$ cat src/rtl/rte_pkg.sv
// ----------------------------------------------------------------------------
// RTF text escaper package
// Shared types, character constants and the control-word lookup tables.
// ----------------------------------------------------------------------------
package rte_pkg;

  localparam int ITEM_MAX = 11;
  localparam int LEN_W    = 4;
  localparam int BYTE_W   = 7;

  // ASCII bytes
  localparam logic [BYTE_W-1:0] CH_BSLASH = 7'h5c;
  localparam logic [BYTE_W-1:0] CH_LBRACE = 7'h7b;
  localparam logic [BYTE_W-1:0] CH_RBRACE = 7'h7d;
  localparam logic [BYTE_W-1:0] CH_U      = 7'h75;
  localparam logic [BYTE_W-1:0] CH_SPACE  = 7'h20;

  // Code units with control words
  localparam logic [15:0] CU_TAB    = 16'h0009;
  localparam logic [15:0] CU_NBSP   = 16'h00a0;
  localparam logic [15:0] CU_SHY    = 16'h00ad;
  localparam logic [15:0] CU_MIDDOT = 16'h00b7;
  localparam logic [15:0] CU_NBHYPH = 16'h2011;
  localparam logic [15:0] CU_ENSP   = 16'h2002;
  localparam logic [15:0] CU_EMSP   = 16'h2003;
  localparam logic [15:0] CU_QMSP   = 16'h2004;
  localparam logic [15:0] CU_ZWNJ   = 16'h200c;
  localparam logic [15:0] CU_ZWJ    = 16'h200d;
  localparam logic [15:0] CU_LRM    = 16'h200e;
  localparam logic [15:0] CU_RLM    = 16'h200f;
  localparam logic [15:0] CU_ENDASH = 16'h2013;
  localparam logic [15:0] CU_EMDASH = 16'h2014;
  localparam logic [15:0] CU_LQUOTE = 16'h2018;
  localparam logic [15:0] CU_RQUOTE = 16'h2019;
  localparam logic [15:0] CU_LDQ    = 16'h201c;
  localparam logic [15:0] CU_RDQ    = 16'h201d;
  localparam logic [15:0] CU_BULLET = 16'h2022;

  localparam logic [15:0] CU_PRINT_LO = 16'd32;
  localparam logic [15:0] CU_PRINT_HI = 16'd126;
  localparam logic [15:0] CU_DEL      = 16'd127;

  typedef enum logic [1:0] {CLS_PLAIN, CLS_ESC, CLS_WORD, CLS_UNI} rte_cls_t;

  typedef enum logic [4:0] {
    W_TAB, W_NBSP, W_SHY, W_MIDDOT, W_NBHYPH, W_ENSP, W_EMSP, W_QMSP,
    W_ZWNJ, W_ZWJ, W_LRM, W_RLM, W_ENDASH, W_EMDASH, W_LQUOTE, W_RQUOTE,
    W_LDQ, W_RDQ, W_BULLET
  } rte_word_t;

  typedef struct packed {
    logic      hit;
    rte_word_t idx;
  } rte_hit_t;

  typedef struct packed {
    logic [ITEM_MAX-1:0][BYTE_W-1:0] bytes;
    logic [LEN_W-1:0]                len;
  } rte_item_t;

  // stage 2 -> 3
  typedef struct packed {
    rte_cls_t    cls;
    rte_word_t   widx;
    logic [2:0]  nd;
    logic [15:0] code;
    logic [6:0]  hi;
  } rte_s2_t;

  // stage 3 -> 4
  typedef struct packed {
    rte_cls_t          cls;
    rte_word_t         widx;
    logic [2:0]        nd;
    logic [BYTE_W-1:0] c7;
    logic [2:0]        d4;
    logic [3:0]        d3;
    logic [9:0]        lo;
  } rte_s3_t;

  // stage 4 -> 5
  typedef struct packed {
    rte_cls_t          cls;
    rte_word_t         widx;
    logic [2:0]        nd;
    logic [BYTE_W-1:0] c7;
    logic [2:0]        d4;
    logic [3:0]        d3;
    logic [3:0]        d2;
    logic [6:0]        r2;
  } rte_s4_t;

  function automatic rte_hit_t rte_word_lookup(input logic [15:0] c);
    rte_hit_t h;
    h.hit = 1'b1;
    h.idx = W_TAB;
    case (c)
      CU_TAB:    h.idx = W_TAB;
      CU_NBSP:   h.idx = W_NBSP;
      CU_SHY:    h.idx = W_SHY;
      CU_MIDDOT: h.idx = W_MIDDOT;
      CU_NBHYPH: h.idx = W_NBHYPH;
      CU_ENSP:   h.idx = W_ENSP;
      CU_EMSP:   h.idx = W_EMSP;
      CU_QMSP:   h.idx = W_QMSP;
      CU_ZWNJ:   h.idx = W_ZWNJ;
      CU_ZWJ:    h.idx = W_ZWJ;
      CU_LRM:    h.idx = W_LRM;
      CU_RLM:    h.idx = W_RLM;
      CU_ENDASH: h.idx = W_ENDASH;
      CU_EMDASH: h.idx = W_EMDASH;
      CU_LQUOTE: h.idx = W_LQUOTE;
      CU_RQUOTE: h.idx = W_RQUOTE;
      CU_LDQ:    h.idx = W_LDQ;
      CU_RDQ:    h.idx = W_RDQ;
      CU_BULLET: h.idx = W_BULLET;
      default:   h.hit = 1'b0;
    endcase
    return h;
  endfunction

  // Control word text, first character in byte 0.
  function automatic rte_item_t rte_word_item(input rte_word_t idx);
    logic [8*ITEM_MAX-1:0] s;
    logic [LEN_W-1:0]      n;
    rte_item_t             it;
    case (idx)
      W_TAB:    begin s = "\\tab ";        n = 4'd5;  end
      W_NBSP:   begin s = "\\~";           n = 4'd2;  end
      W_SHY:    begin s = "\\-";           n = 4'd2;  end
      W_MIDDOT: begin s = "\\|";           n = 4'd2;  end
      W_NBHYPH: begin s = "\\_";           n = 4'd2;  end
      W_ENSP:   begin s = "\\enspace ";    n = 4'd9;  end
      W_EMSP:   begin s = "\\emspace ";    n = 4'd9;  end
      W_QMSP:   begin s = "\\qmspace ";    n = 4'd9;  end
      W_ZWNJ:   begin s = "\\zwnj ";       n = 4'd6;  end
      W_ZWJ:    begin s = "\\zwj ";        n = 4'd5;  end
      W_LRM:    begin s = "\\ltrmark ";    n = 4'd9;  end
      W_RLM:    begin s = "\\rtrmark ";    n = 4'd9;  end
      W_ENDASH: begin s = "\\endash ";     n = 4'd8;  end
      W_EMDASH: begin s = "\\emdash ";     n = 4'd8;  end
      W_LQUOTE: begin s = "\\lquote ";     n = 4'd8;  end
      W_RQUOTE: begin s = "\\rquote ";     n = 4'd8;  end
      W_LDQ:    begin s = "\\ldblquote ";  n = 4'd11; end
      W_RDQ:    begin s = "\\rdblquote ";  n = 4'd11; end
      W_BULLET: begin s = "\\bullet ";     n = 4'd8;  end
      default:  begin s = '0;              n = 4'd1;  end
    endcase
    // left-align the literal
    s = s << (8 * (ITEM_MAX - int'(n)));
    for (int k = 0; k < ITEM_MAX; k++) begin
      it.bytes[k] = s[8*(ITEM_MAX-1-k) +: BYTE_W];
    end
    it.len = n;
    return it;
  endfunction

  // Tens digit of a value below 70.
  function automatic logic [2:0] rte_tens(input logic [6:0] v);
    logic [2:0] t;
    if (v >= 7'd60)      t = 3'd6;
    else if (v >= 7'd50) t = 3'd5;
    else if (v >= 7'd40) t = 3'd4;
    else if (v >= 7'd30) t = 3'd3;
    else if (v >= 7'd20) t = 3'd2;
    else if (v >= 7'd10) t = 3'd1;
    else                 t = 3'd0;
    return t;
  endfunction

  function automatic logic [BYTE_W-1:0] rte_digit(input logic [3:0] d);
    return {3'b011, d};
  endfunction

endpackage

$ cat src/rtl/rte_front.sv
// ----------------------------------------------------------------------------
// RTF escaper front end
// Input register, then classification and the thousands split of the code.
// ----------------------------------------------------------------------------
module rte_front
  import rte_pkg::*;
(
  input  logic        clk,
  input  logic        rst_n,
  input  logic        up_vld,
  input  logic [15:0] up_code,
  output logic        up_rdy,
  output logic        dn_vld,
  output rte_s2_t     dn_data,
  input  logic        dn_rdy
);

  logic        s1_vld_r, s1_vld_nxt;
  logic [15:0] s1_code_r;
  logic        s2_vld_r, s2_vld_nxt;
  rte_s2_t     s2_r, s2_nxt;
  logic        rdy1, rdy2;
  rte_hit_t    hit;
  logic [26:0] hi_prod;

  assign rdy2   = !s2_vld_r || dn_rdy;
  assign rdy1   = !s1_vld_r || rdy2;
  assign up_rdy = rdy1;

  assign s1_vld_nxt = rdy1 ? up_vld : s1_vld_r;
  assign s2_vld_nxt = rdy2 ? s1_vld_r : s2_vld_r;

  // code / 1000 as (code >> 3) * 8389 >> 20, exact below 65536
  assign hi_prod = {14'd0, s1_code_r[15:3]} * 27'd8389;

  always_comb begin
    hit          = rte_word_lookup(s1_code_r);
    s2_nxt.code  = s1_code_r;
    s2_nxt.hi    = hi_prod[26:20];
    s2_nxt.widx  = hit.idx;
    if (s1_code_r == {9'd0, CH_BSLASH} || s1_code_r == {9'd0, CH_LBRACE} ||
        s1_code_r == {9'd0, CH_RBRACE}) begin
      s2_nxt.cls = CLS_ESC;
    end else if (s1_code_r >= CU_PRINT_LO && s1_code_r <= CU_PRINT_HI) begin
      s2_nxt.cls = CLS_PLAIN;
    end else if (hit.hit) begin
      s2_nxt.cls = CLS_WORD;
    end else if (s1_code_r >= CU_DEL) begin
      s2_nxt.cls = CLS_UNI;
    end else begin
      s2_nxt.cls = CLS_PLAIN;
    end
    if (s1_code_r >= 16'd10000)     s2_nxt.nd = 3'd5;
    else if (s1_code_r >= 16'd1000) s2_nxt.nd = 3'd4;
    else                            s2_nxt.nd = 3'd3;
  end

  always_ff @(posedge clk) begin
    if (!rst_n) begin
      s1_vld_r <= 1'b0;
      s2_vld_r <= 1'b0;
    end else begin
      s1_vld_r <= s1_vld_nxt;
      s2_vld_r <= s2_vld_nxt;
    end
  end

  always_ff @(posedge clk) begin
    if (rdy1 && up_vld) begin
      s1_code_r <= up_code;
    end
    if (rdy2 && s1_vld_r) begin
      s2_r <= s2_nxt;
    end
  end

  assign dn_vld  = s2_vld_r;
  assign dn_data = s2_r;

endmodule

$ cat src/rtl/rte_digits.sv
// ----------------------------------------------------------------------------
// RTF escaper decimal digits
// Two stages that split the code into its upper decimal digits.
// ----------------------------------------------------------------------------
module rte_digits
  import rte_pkg::*;
(
  input  logic    clk,
  input  logic    rst_n,
  input  logic    up_vld,
  input  rte_s2_t up_data,
  output logic    up_rdy,
  output logic    dn_vld,
  output rte_s4_t dn_data,
  input  logic    dn_rdy
);

  logic        s3_vld_r, s3_vld_nxt;
  rte_s3_t     s3_r, s3_nxt;
  logic        s4_vld_r, s4_vld_nxt;
  rte_s4_t     s4_r, s4_nxt;
  logic        rdy3, rdy4;
  logic [16:0] hi1000;
  logic [6:0]  d4x10;
  logic [15:0] d2_prod;
  logic [9:0]  d2x100;

  assign rdy4   = !s4_vld_r || dn_rdy;
  assign rdy3   = !s3_vld_r || rdy4;
  assign up_rdy = rdy3;

  assign s3_vld_nxt = rdy3 ? up_vld : s3_vld_r;
  assign s4_vld_nxt = rdy4 ? s3_vld_r : s4_vld_r;

  // 1000 = 1024 - 16 - 8
  assign hi1000 = {up_data.hi, 10'd0} - {6'd0, up_data.hi, 4'd0}
                - {7'd0, up_data.hi, 3'd0};

  always_comb begin
    s3_nxt.cls  = up_data.cls;
    s3_nxt.widx = up_data.widx;
    s3_nxt.nd   = up_data.nd;
    s3_nxt.c7   = up_data.code[BYTE_W-1:0];
    s3_nxt.lo   = up_data.code[9:0] - hi1000[9:0];
    s3_nxt.d4   = rte_tens(up_data.hi);
    d4x10       = {1'b0, s3_nxt.d4, 3'd0} + {3'd0, s3_nxt.d4, 1'b0};
    s3_nxt.d3   = 4'(up_data.hi - d4x10);
  end

  // lo / 100 as lo * 41 >> 12, exact below 1000
  assign d2_prod = {6'd0, s3_r.lo} * 16'd41;

  always_comb begin
    s4_nxt.cls  = s3_r.cls;
    s4_nxt.widx = s3_r.widx;
    s4_nxt.nd   = s3_r.nd;
    s4_nxt.c7   = s3_r.c7;
    s4_nxt.d4   = s3_r.d4;
    s4_nxt.d3   = s3_r.d3;
    s4_nxt.d2   = d2_prod[15:12];
    d2x100      = {s4_nxt.d2, 6'd0} + {1'b0, s4_nxt.d2, 5'd0}
                + {4'd0, s4_nxt.d2, 2'd0};
    s4_nxt.r2   = 7'(s3_r.lo - d2x100);
  end

  always_ff @(posedge clk) begin
    if (!rst_n) begin
      s3_vld_r <= 1'b0;
      s4_vld_r <= 1'b0;
    end else begin
      s3_vld_r <= s3_vld_nxt;
      s4_vld_r <= s4_vld_nxt;
    end
  end

  always_ff @(posedge clk) begin
    if (rdy3 && up_vld) begin
      s3_r <= s3_nxt;
    end
    if (rdy4 && s3_vld_r) begin
      s4_r <= s4_nxt;
    end
  end

  assign dn_vld  = s4_vld_r;
  assign dn_data = s4_r;

endmodule

$ cat src/rtl/rte_assemble.sv
// ----------------------------------------------------------------------------
// RTF escaper byte assembly
// Last two digits, then the full byte run and its length for one code unit.
// ----------------------------------------------------------------------------
module rte_assemble
  import rte_pkg::*;
(
  input  logic      clk,
  input  logic      rst_n,
  input  logic      up_vld,
  input  rte_s4_t   up_data,
  output logic      up_rdy,
  output logic      dn_vld,
  output rte_item_t dn_item,
  input  logic      dn_rdy
);

  logic        s5_vld_r, s5_vld_nxt;
  rte_item_t   s5_r, s5_nxt;
  logic        rdy5;
  logic [14:0] d1_prod;
  logic [3:0]  d1, d0;
  logic [6:0]  d1x10;

  assign rdy5       = !s5_vld_r || dn_rdy;
  assign up_rdy     = rdy5;
  assign s5_vld_nxt = rdy5 ? up_vld : s5_vld_r;

  // r2 / 10 as r2 * 205 >> 11, exact below 100
  assign d1_prod = {8'd0, up_data.r2} * 15'd205;
  assign d1      = d1_prod[14:11];
  assign d1x10   = {d1, 3'd0} + {2'd0, d1, 1'b0};
  assign d0      = 4'(up_data.r2 - d1x10);

  always_comb begin
    s5_nxt = '0;
    case (up_data.cls)
      CLS_PLAIN: begin
        s5_nxt.bytes[0] = up_data.c7;
        s5_nxt.len      = 4'd1;
      end
      CLS_ESC: begin
        s5_nxt.bytes[0] = CH_BSLASH;
        s5_nxt.bytes[1] = up_data.c7;
        s5_nxt.len      = 4'd2;
      end
      CLS_WORD: begin
        s5_nxt = rte_word_item(up_data.widx);
      end
      CLS_UNI: begin
        s5_nxt.bytes[0] = CH_BSLASH;
        s5_nxt.bytes[1] = CH_U;
        // drop leading zero digits
        case (up_data.nd)
          3'd5: begin
            s5_nxt.bytes[2] = rte_digit({1'b0, up_data.d4});
            s5_nxt.bytes[3] = rte_digit(up_data.d3);
            s5_nxt.bytes[4] = rte_digit(up_data.d2);
            s5_nxt.bytes[5] = rte_digit(d1);
            s5_nxt.bytes[6] = rte_digit(d0);
            s5_nxt.bytes[7] = CH_SPACE;
            s5_nxt.len      = 4'd8;
          end
          3'd4: begin
            s5_nxt.bytes[2] = rte_digit(up_data.d3);
            s5_nxt.bytes[3] = rte_digit(up_data.d2);
            s5_nxt.bytes[4] = rte_digit(d1);
            s5_nxt.bytes[5] = rte_digit(d0);
            s5_nxt.bytes[6] = CH_SPACE;
            s5_nxt.len      = 4'd7;
          end
          default: begin
            s5_nxt.bytes[2] = rte_digit(up_data.d2);
            s5_nxt.bytes[3] = rte_digit(d1);
            s5_nxt.bytes[4] = rte_digit(d0);
            s5_nxt.bytes[5] = CH_SPACE;
            s5_nxt.len      = 4'd6;
          end
        endcase
      end
      default: begin
        s5_nxt.bytes[0] = up_data.c7;
        s5_nxt.len      = 4'd1;
      end
    endcase
  end

  always_ff @(posedge clk) begin
    if (!rst_n) begin
      s5_vld_r <= 1'b0;
    end else begin
      s5_vld_r <= s5_vld_nxt;
    end
  end

  always_ff @(posedge clk) begin
    if (rdy5 && up_vld) begin
      s5_r <= s5_nxt;
    end
  end

  assign dn_vld  = s5_vld_r;
  assign dn_item = s5_r;

endmodule

$ cat src/rtl/rte_serializer.sv
// ----------------------------------------------------------------------------
// RTF escaper serializer
// Holds one byte run and sends it out a word per cycle unless stalled, marking the last.
// ----------------------------------------------------------------------------
module rte_serializer
  import rte_pkg::*;
(
  input  logic              clk,
  input  logic              rst_n,
  input  logic              up_vld,
  input  rte_item_t         up_item,
  output logic              up_rdy,
  output logic              out_valid,
  input  logic              out_stall,
  output logic [BYTE_W-1:0] out_byte,
  output logic              out_last_byte
);

  logic             vld_r, vld_nxt;
  rte_item_t        item_r;
  logic [LEN_W-1:0] idx_r, idx_nxt;
  logic             fire, last, load;

  assign last   = (idx_r == item_r.len - 4'd1);
  assign fire   = vld_r && !out_stall;
  assign up_rdy = !vld_r || (fire && last);
  assign load   = up_rdy && up_vld;

  always_comb begin
    vld_nxt = vld_r;
    idx_nxt = idx_r;
    if (load) begin
      vld_nxt = 1'b1;
      idx_nxt = '0;
    end else if (fire && last) begin
      vld_nxt = 1'b0;
    end else if (fire) begin
      // advance within the run
      idx_nxt = idx_r + 4'd1;
    end
  end

  always_ff @(posedge clk) begin
    if (!rst_n) begin
      vld_r <= 1'b0;
      idx_r <= '0;
    end else begin
      vld_r <= vld_nxt;
      idx_r <= idx_nxt;
    end
  end

  always_ff @(posedge clk) begin
    if (load) begin
      item_r <= up_item;
    end
  end

  assign out_valid     = vld_r;
  assign out_byte      = item_r.bytes[idx_r];
  assign out_last_byte = last;

endmodule

$ cat src/rtl/rtf_text_escaper.sv
// ----------------------------------------------------------------------------
// RTF text escaper
// One UTF-16 code unit in, its RTF text form out as 1 to 11 ASCII words.
// ----------------------------------------------------------------------------
// Each code unit passes the input register, stages 2 to 5 and the serializer register.
// Throughput: one code unit per cycle while each yields a single word and the output
// is not stalled; a unit of n words (n = 1..11) holds the output serializer until its
// last word is sent, which then sets the input rate, backed by the five-stage pipeline.
// Reset (rst_n low, synchronous) clears all valid bits; data registers keep state.
module rtf_text_escaper
  import rte_pkg::*;
(
  input  logic              clk,
  input  logic              rst_n,
  input  logic              in_valid,
  output logic              in_stall,
  input  logic [15:0]       in_code_unit,
  output logic              out_valid,
  input  logic              out_stall,
  output logic [BYTE_W-1:0] out_byte,
  output logic              out_last_byte
);

  logic      in_rdy;
  logic      f_vld, f_rdy;
  rte_s2_t   f_data;
  logic      g_vld, g_rdy;
  rte_s4_t   g_data;
  logic      a_vld, a_rdy;
  rte_item_t a_item;

  assign in_stall = !in_rdy;

  rte_front u_front (
    .clk     (clk),
    .rst_n   (rst_n),
    .up_vld  (in_valid),
    .up_code (in_code_unit),
    .up_rdy  (in_rdy),
    .dn_vld  (f_vld),
    .dn_data (f_data),
    .dn_rdy  (f_rdy)
  );

  rte_digits u_digits (
    .clk     (clk),
    .rst_n   (rst_n),
    .up_vld  (f_vld),
    .up_data (f_data),
    .up_rdy  (f_rdy),
    .dn_vld  (g_vld),
    .dn_data (g_data),
    .dn_rdy  (g_rdy)
  );

  rte_assemble u_assemble (
    .clk     (clk),
    .rst_n   (rst_n),
    .up_vld  (g_vld),
    .up_data (g_data),
    .up_rdy  (g_rdy),
    .dn_vld  (a_vld),
    .dn_item (a_item),
    .dn_rdy  (a_rdy)
  );

  rte_serializer u_ser (
    .clk           (clk),
    .rst_n         (rst_n),
    .up_vld        (a_vld),
    .up_item       (a_item),
    .up_rdy        (a_rdy),
    .out_valid     (out_valid),
    .out_stall     (out_stall),
    .out_byte      (out_byte),
    .out_last_byte (out_last_byte)
  );

endmodule

$ cat config.mk
export PLATFORM = sky130hd
export DESIGN_NAME = rtf_text_escaper
export DESIGN_NICKNAME = d
export VERILOG_FILES = /design/src/rtl/rte_pkg.sv /design/src/rtl/rte_front.sv /design/src/rtl/rte_digits.sv /design/src/rtl/rte_assemble.sv /design/src/rtl/rte_serializer.sv /design/src/rtl/rtf_text_escaper.sv
export SDC_FILE = /design/constraint.sdc
export NUM_CORES = 1
export LEC_CHECK = 0
export BUFFER_PORTS_ARGS = -buffer_cell sky130_fd_sc_hd__buf_2
export CAP_MARGIN = 20
export CORE_MARGIN = 2
export CORE_UTILIZATION = 45
export CTS_BUF_LIST = sky130_fd_sc_hd__clkbuf_16
export CTS_CLUSTER_SIZE = 14
export DETAILED_ROUTE_END_ITERATION = 6
export PLACE_DENSITY = 0.64
export SYNTH_ARGS = -nofsm -noshare
export SYNTH_HDL_FRONTEND = slang
export SYNTH_SLANG_ARGS = --single-unit
export TNS_END_PERCENT = 100
$ cat constraint.sdc
create_clock -name clk -period 17.4 [get_ports clk]
set_input_delay 0.87 -clock clk [delete_from_list [all_inputs] [get_ports clk]]
set_output_delay 0.87 -clock clk [all_outputs]
set_load 0.05 [all_outputs]
### After elaboration in Yosys (flattened, before gate mapping)

Memory sizes are Yosys's and may differ from the RTL's. A register that Yosys moved wholly into a read port is not among the register bits.
Cells that the tools add are included.
W data, S select, Z words.

* add/subtract/negate cells: 13
* multipliers: 3
* magnitude comparators: 12
* equal/unequal tests: 28
* shift operators: 1
* mux-type cells: 25
* bitwise gates (word level): 2
* reductions and logical operators: 31

Operators with widths (count)
* $eq A16 B14 Y1 const B: 15
* $mux W92: 1
* $pmux W5 S18: 1
* $shl A88 B32 Y87: 1
* $pmux W42 S2: 1
* $pmux W26 S2: 1
* $eq A16 B7 Y1 const B: 3
* $eq A16 B8 Y1 const B: 3
* $pmux W11 S4: 1
* $bmux W7 S4: 1
* $mul A13 B14 Y27 const B: 1
* $ge A7 B6 Y1 const B: 3
* $pmux W7 S3: 1
* $sub A10 B10 Y10: 2
* $reduce_or A19 Y1: 1
* $mux W3: 6
* $eq A16 B4 Y1 const B: 1
* $ge A16 B10 Y1 const B: 1
* $ge A16 B14 Y1 const B: 1
* $ge A16 B6 Y1 const B: 1
* $ge A16 B7 Y1 const B: 1
* $le A16 B7 Y1 const B: 1
* $mul A10 B6 Y16 const B: 1
* $mul A7 B8 Y15 const B: 1
* other kinds (31): 65

* register bits after elaboration: 284
* bits in read-only memories: 2400
* input bits: 20
* output and inout bits: 10
* memories kept: 1

Memories
* (no name shown): words 32, width 75, rd ports 1, clocked after memory_dff 1, write ports 0, RTL line rte_pkg.sv:127 `case (idx)`

### Longest topological paths before layout

* word-level depth: 10
* gate-level depth with buffers: 22

### By module

A second synthesis with hierarchy kept.

* cells, all modules: 1649
* area total of the unflattened synthesis: 18924.4 um^2

Modules (own cells, without submodules)
* rte_assemble: instances 1, cells an instance 809, area an instance 7282.0 um^2, seq. area each 2392.3 um^2
* rte_front: instances 1, cells an instance 391, area an instance 4344.2 um^2, seq. area each 1511.4 um^2
* rte_digits: instances 1, cells an instance 270, area an instance 3783.6 um^2, seq. area each 1961.9 um^2
* rte_serializer: instances 1, cells an instance 178, area an instance 3510.9 um^2, seq. area each 2532.4 um^2
* rtf_text_escaper: instances 1, cells an instance 1, area an instance 3.8 um^2, seq. area each 0.0 um^2

### Least setup slack after synthesis

No wires, ideal clock.

* path type: register to register
* start: reg u_ser.item_r[0] (netlist bit)
* end: reg u_assemble.s5_r (netlist bit u_assemble.dn_item[0]) (enable)
* data arrival time: 7.071 ns
* data required time: 16.763 ns
* path slack: 9.692 ns
* stages on the path, launching flop included: 7
* buffers on the path: 0
* path through: edfxtp_1 inv_1 ha_1 xor2_1 nand3_1 o31a_1 a21boi_0

* longest elaborated chain between the ends: 6

RTL lines
* from (decl): RTL line rte_serializer.sv:20 `rte_item_t item_r;`
* from (signal assigned): RTL line rte_serializer.sv:55 `item_r <= up_item;`
* $sub A4 B1 Y4: RTL line rte_serializer.sv:24 `assign last = (idx_r == item_r.len - 4'd1);`
* $eq A4 B4 Y1: RTL line rte_serializer.sv:24
* $logic_and A1 B1 Y1: RTL line rte_serializer.sv:26 `assign up_rdy = !vld_r || (fire && last);`
* $logic_or A1 B1 Y1: RTL line rte_serializer.sv:26
* $logic_or A1 B1 Y1: RTL line rte_assemble.sv:25 `assign rdy5 = !s5_vld_r || dn_rdy;`
* $logic_and A1 B1 Y1: RTL line rte_assemble.sv:97 `if (rdy5 && up_vld) begin`
* to (signal assigned): RTL line rte_assemble.sv:98 `s5_r <= s5_nxt;`
* to (decl): RTL line rte_assemble.sv:19 `rte_item_t s5_r, s5_nxt;`

No other way between the ends.
A chain may end at the register's enable or synchronous reset.

==> results.py <==
metrics = {
    "timing": {
        "slew_viol_final": 0,
        "fin_ws_ns": 12.18,
        "tightest_slew_ns": 1.04,
        "setup_viol": 0,
        "period_share": 0.300,
        "rsz0062_at_grt": "no",
        "relSlewSlack": 0.297,
        "setup_tns_ns": 0,
        "finClkSkew_ns": 0.0221,
        "fmax_ghz": 0.192,
        "period_needed_ns": 5.22,
        "hold_viol_final": 0,
    },
    "floorplanning": {
        "start_util": 0.455,
        "die_w_um": 212,
        "pin_count": 30,
        "die-height_um": 212,
        "rows": 76,
        "die_area_um2": 45100,
        "coreArea_um2": 43000,
    },
    "run": {
        "maxCapViolations": 0,
    },
    "global_routing": {
        "grt_pass1_vias": 13100,
        "grt_max_degree": 81,
        "antenna_found_initial": 0,
        "grt_pass1_wl_um": 71100,
        "grtUsageTotal": 0.202,
        "overflow": 0,
    },
    "clocking": {
        "cts_root_buf": "clkbuf_16",
        "cts_resized": 0,
        "cts_tree": "yes",
        "clkTransAtPathRegs_ns": 0.06,
        "clock_path_buffers": 3,
        "cts.sinks": 325,
        "cts_htree_levels": 2,
        "cts_buffers": 37,
        "cts_setup_buffers": 0,
        "clock_latency_ns": 0.55,
        "ctsHoldBuffers": 0,
    },
    "drt": {
        "drt_iter0_markers": 1205,
        "drcViolationCount": 0,
        "dr.pass1.iters": 6,
        "wire_per_inst_um": 18.6,
        "via_per_inst": 5.59,
        "drt_wl_total_um": 44200,
        "ant_nets": 0,
        "routed-via-count": 13300,
    },
    "synthesis": {
        "synth_seq_cells": 325,
        "synth_top_family_by_area": "adder cells",
        "synth_mux_area_frac": 0.0557,
        "synth-simple-area-share": 0.0930,
        "yosys_warnings": 0,
        "syn-instance-count": 1752,
        "ys_async_sr_fraction": 0,
        "synth_compound_area_frac": 0.132,
        "synth_edf_count": 265,
        "synth.distinct_cells": 79,
        "synth_area_um2": 19500,
        "synth_fa_ha_area_frac": 0.182,
        "synth_xor_area_frac": 0.0222,
        "synth-seq-area-share": 0.469,
        "dominantRegCellSynth": "edfxtp_1",
        "synth.avg_cell_area_um2": 11.2,
        "syn_nets": 2033,
    },
    "power": {
        "leakage_nw": 8.78,
        "power_density_nw_per_um2": 99.2,
        "irDropWorstVdd_mv": 0.0822,
    },
    "cells_and_area": {
        "antenna_cells": 0,
        "mostFrequentLayoutCells": "edfxtp_1, ha_1, inv_1",
        "area_delta_synth_final_pct": 9.78,
        "drive_gt1_frac": 0.0894,
        "layout_commonest_cell": "edfxtp_1",
        "nets": 2044,
    },
    "critical_path": {
        "cp.arrival_ns": 5.51,
        "cp-start-kind": "register",
        "cp-end-kind": "register",
        "critPathKind": "register to register",
        "critPathRequiredTime_ns": 17.69,
        "crit_fanout": 4,
    },
    "place": {
        "pre_cts_ws_ns": 12.21,
        "port_buffers": 29,
        "place.gp.congestion": 0.946,
        "place_hpwl_um": 32600,
    },
    "hold_path": {
        "hold_class": "register to register",
    },
    "status": {
        "status": "finished clean",
    },
}
-- metrics by stage --
step | area [um^2] | hold slack [ns] | utilization | total power, mW | instances
2_1_floorplan | 19500 | 0.400 | - | 1.29 | 1752
3_3_place_gp | 20300 | 0.401 | 0.472 | 1.39 | 2309
3_5_place_dp | 20300 | 0.405 | 0.472 | 1.41 | 2309
4_1_cts | 21500 | 0.414 | 0.499 | 2.15 | 2375
5_1_grt | 21500 | 0.419 | 0.499 | 2.26 | 2375
6_report | 21500 | 0.414 | 0.499 | 2.13 | 2375
-- cells by family (layout without fill, tap and decap cells) --
family                   Yosys count  after routing
adder cells (fa/ha/maj)          262            262
AO/OA/AOI/OAI                    410            410
flip-flops                       325            325
XOR/XNOR                          45             45
multiplexers                      88             88
AND/OR/NAND/NOR                  388            388
buffers and inverters            234            272
-- worst max-delay path, stage by stage, from the launching register on --
cell and delay (ns):
edfxtp_1 0.45, ha_1 0.31, inv_1 0.05, fa_1 0.50, inv_1 0.04, ha_1 0.30, ha_1 0.32, a21oi_1 0.14
o21ai_0 0.13, a2111o_1 0.45, o22a_1 0.20, a21o_1 0.21, a21oi_1 0.18, xnor2_1 0.17, ha_1 0.28, ha_1 0.28
inv_1 0.04, ha_1 0.31, o21a_1 0.12, nor2_1 0.12, xnor2_1 0.15, xnor2_1 0.10, xnor2_1 0.14
-- final timing paths --
| kind | start | end | slack [ns] | cells past startpoint |
|---|---|---|---|---|
| worst max-delay path | u_digits.s3_r[2] | u_digits.dn_data[6] | 12.18 | 22 |
| worst min-delay path | u_assemble.dn_item[11] | u_ser.item_r[11] | 0.41 | 0 |
| worst max register to register | u_digits.s3_r[2] | u_digits.dn_data[6] | 12.18 | 22 |
| worst min register to register | u_assemble.dn_item[11] | u_ser.item_r[11] | 0.41 | 0 |
-- synth_stat cells (7+ instances only) --
cell | n | area, um^2
a211oi_1 | 17 | 128
a21boi_0 | 7 | 52.6
a21o_1 | 25 | 188
a21oi_1 | 98 | 490
a221oi_1 | 7 | 61.3
a31oi_1 | 24 | 150
and2_1 | 15 | 93.8
and3_1 | 16 | 100
buf_1 | 13 | 48.8
buf_2 | 8 | 40.0
clkbuf_1 | 51 | 191
dfxtp_1 | 60 | 1200
edfxtp_1 | 265 | 7960
fa_1 | 38 | 761
ha_1 | 223 | 2790
inv_1 | 155 | 582
mux2_2 | 16 | 180
mux2i_1 | 57 | 571
mux4_2 | 14 | 315
nand2_1 | 107 | 402
nand2b_1 | 15 | 93.8
nand3_1 | 24 | 120
nand4_1 | 10 | 62.6
nor2_1 | 122 | 458
nor2b_1 | 21 | 131
nor3_1 | 28 | 140
o211ai_1 | 17 | 128
o21a_1 | 16 | 120
o21ai_0 | 115 | 576
o22ai_1 | 22 | 138
xnor2_1 | 27 | 236
xor2_1 | 15 | 131
-- layer usage --
| metal | up-vias | global-route usage | routed length, um |
|---|---|---|---|
| met5 | - | 0 | 0 |
| met4 | 0 | 0.0682 | 1300 |
| met3 | 82 | 0.0387 | 3140 |
| met2 | 447 | 0.322 | 20200 |
| met1 | 6338 | 0.277 | 19600 |
| li1 | 6398 | - | - |
-- power by group --
group | switching [mW] | internal [mW]
sequential | 0.0220 | 0.868
combinational | 0.278 | 0.221
clock | 0.312 | 0.427
total | 0.613 | 1.52
-- area by class of cell --
cell class | instances | area [um^2]
inverters | 159 | 597
clock inverters | 25 | 146
well taps | 585 | 732
fillers | 3895 | 21500
repair buffers | 47 | 280
multi-input cells | 1193 | 9510
clock buffers | 41 | 1030
flip-flops and latches | 325 | 9160
Power figures use the tool's default switching activity.
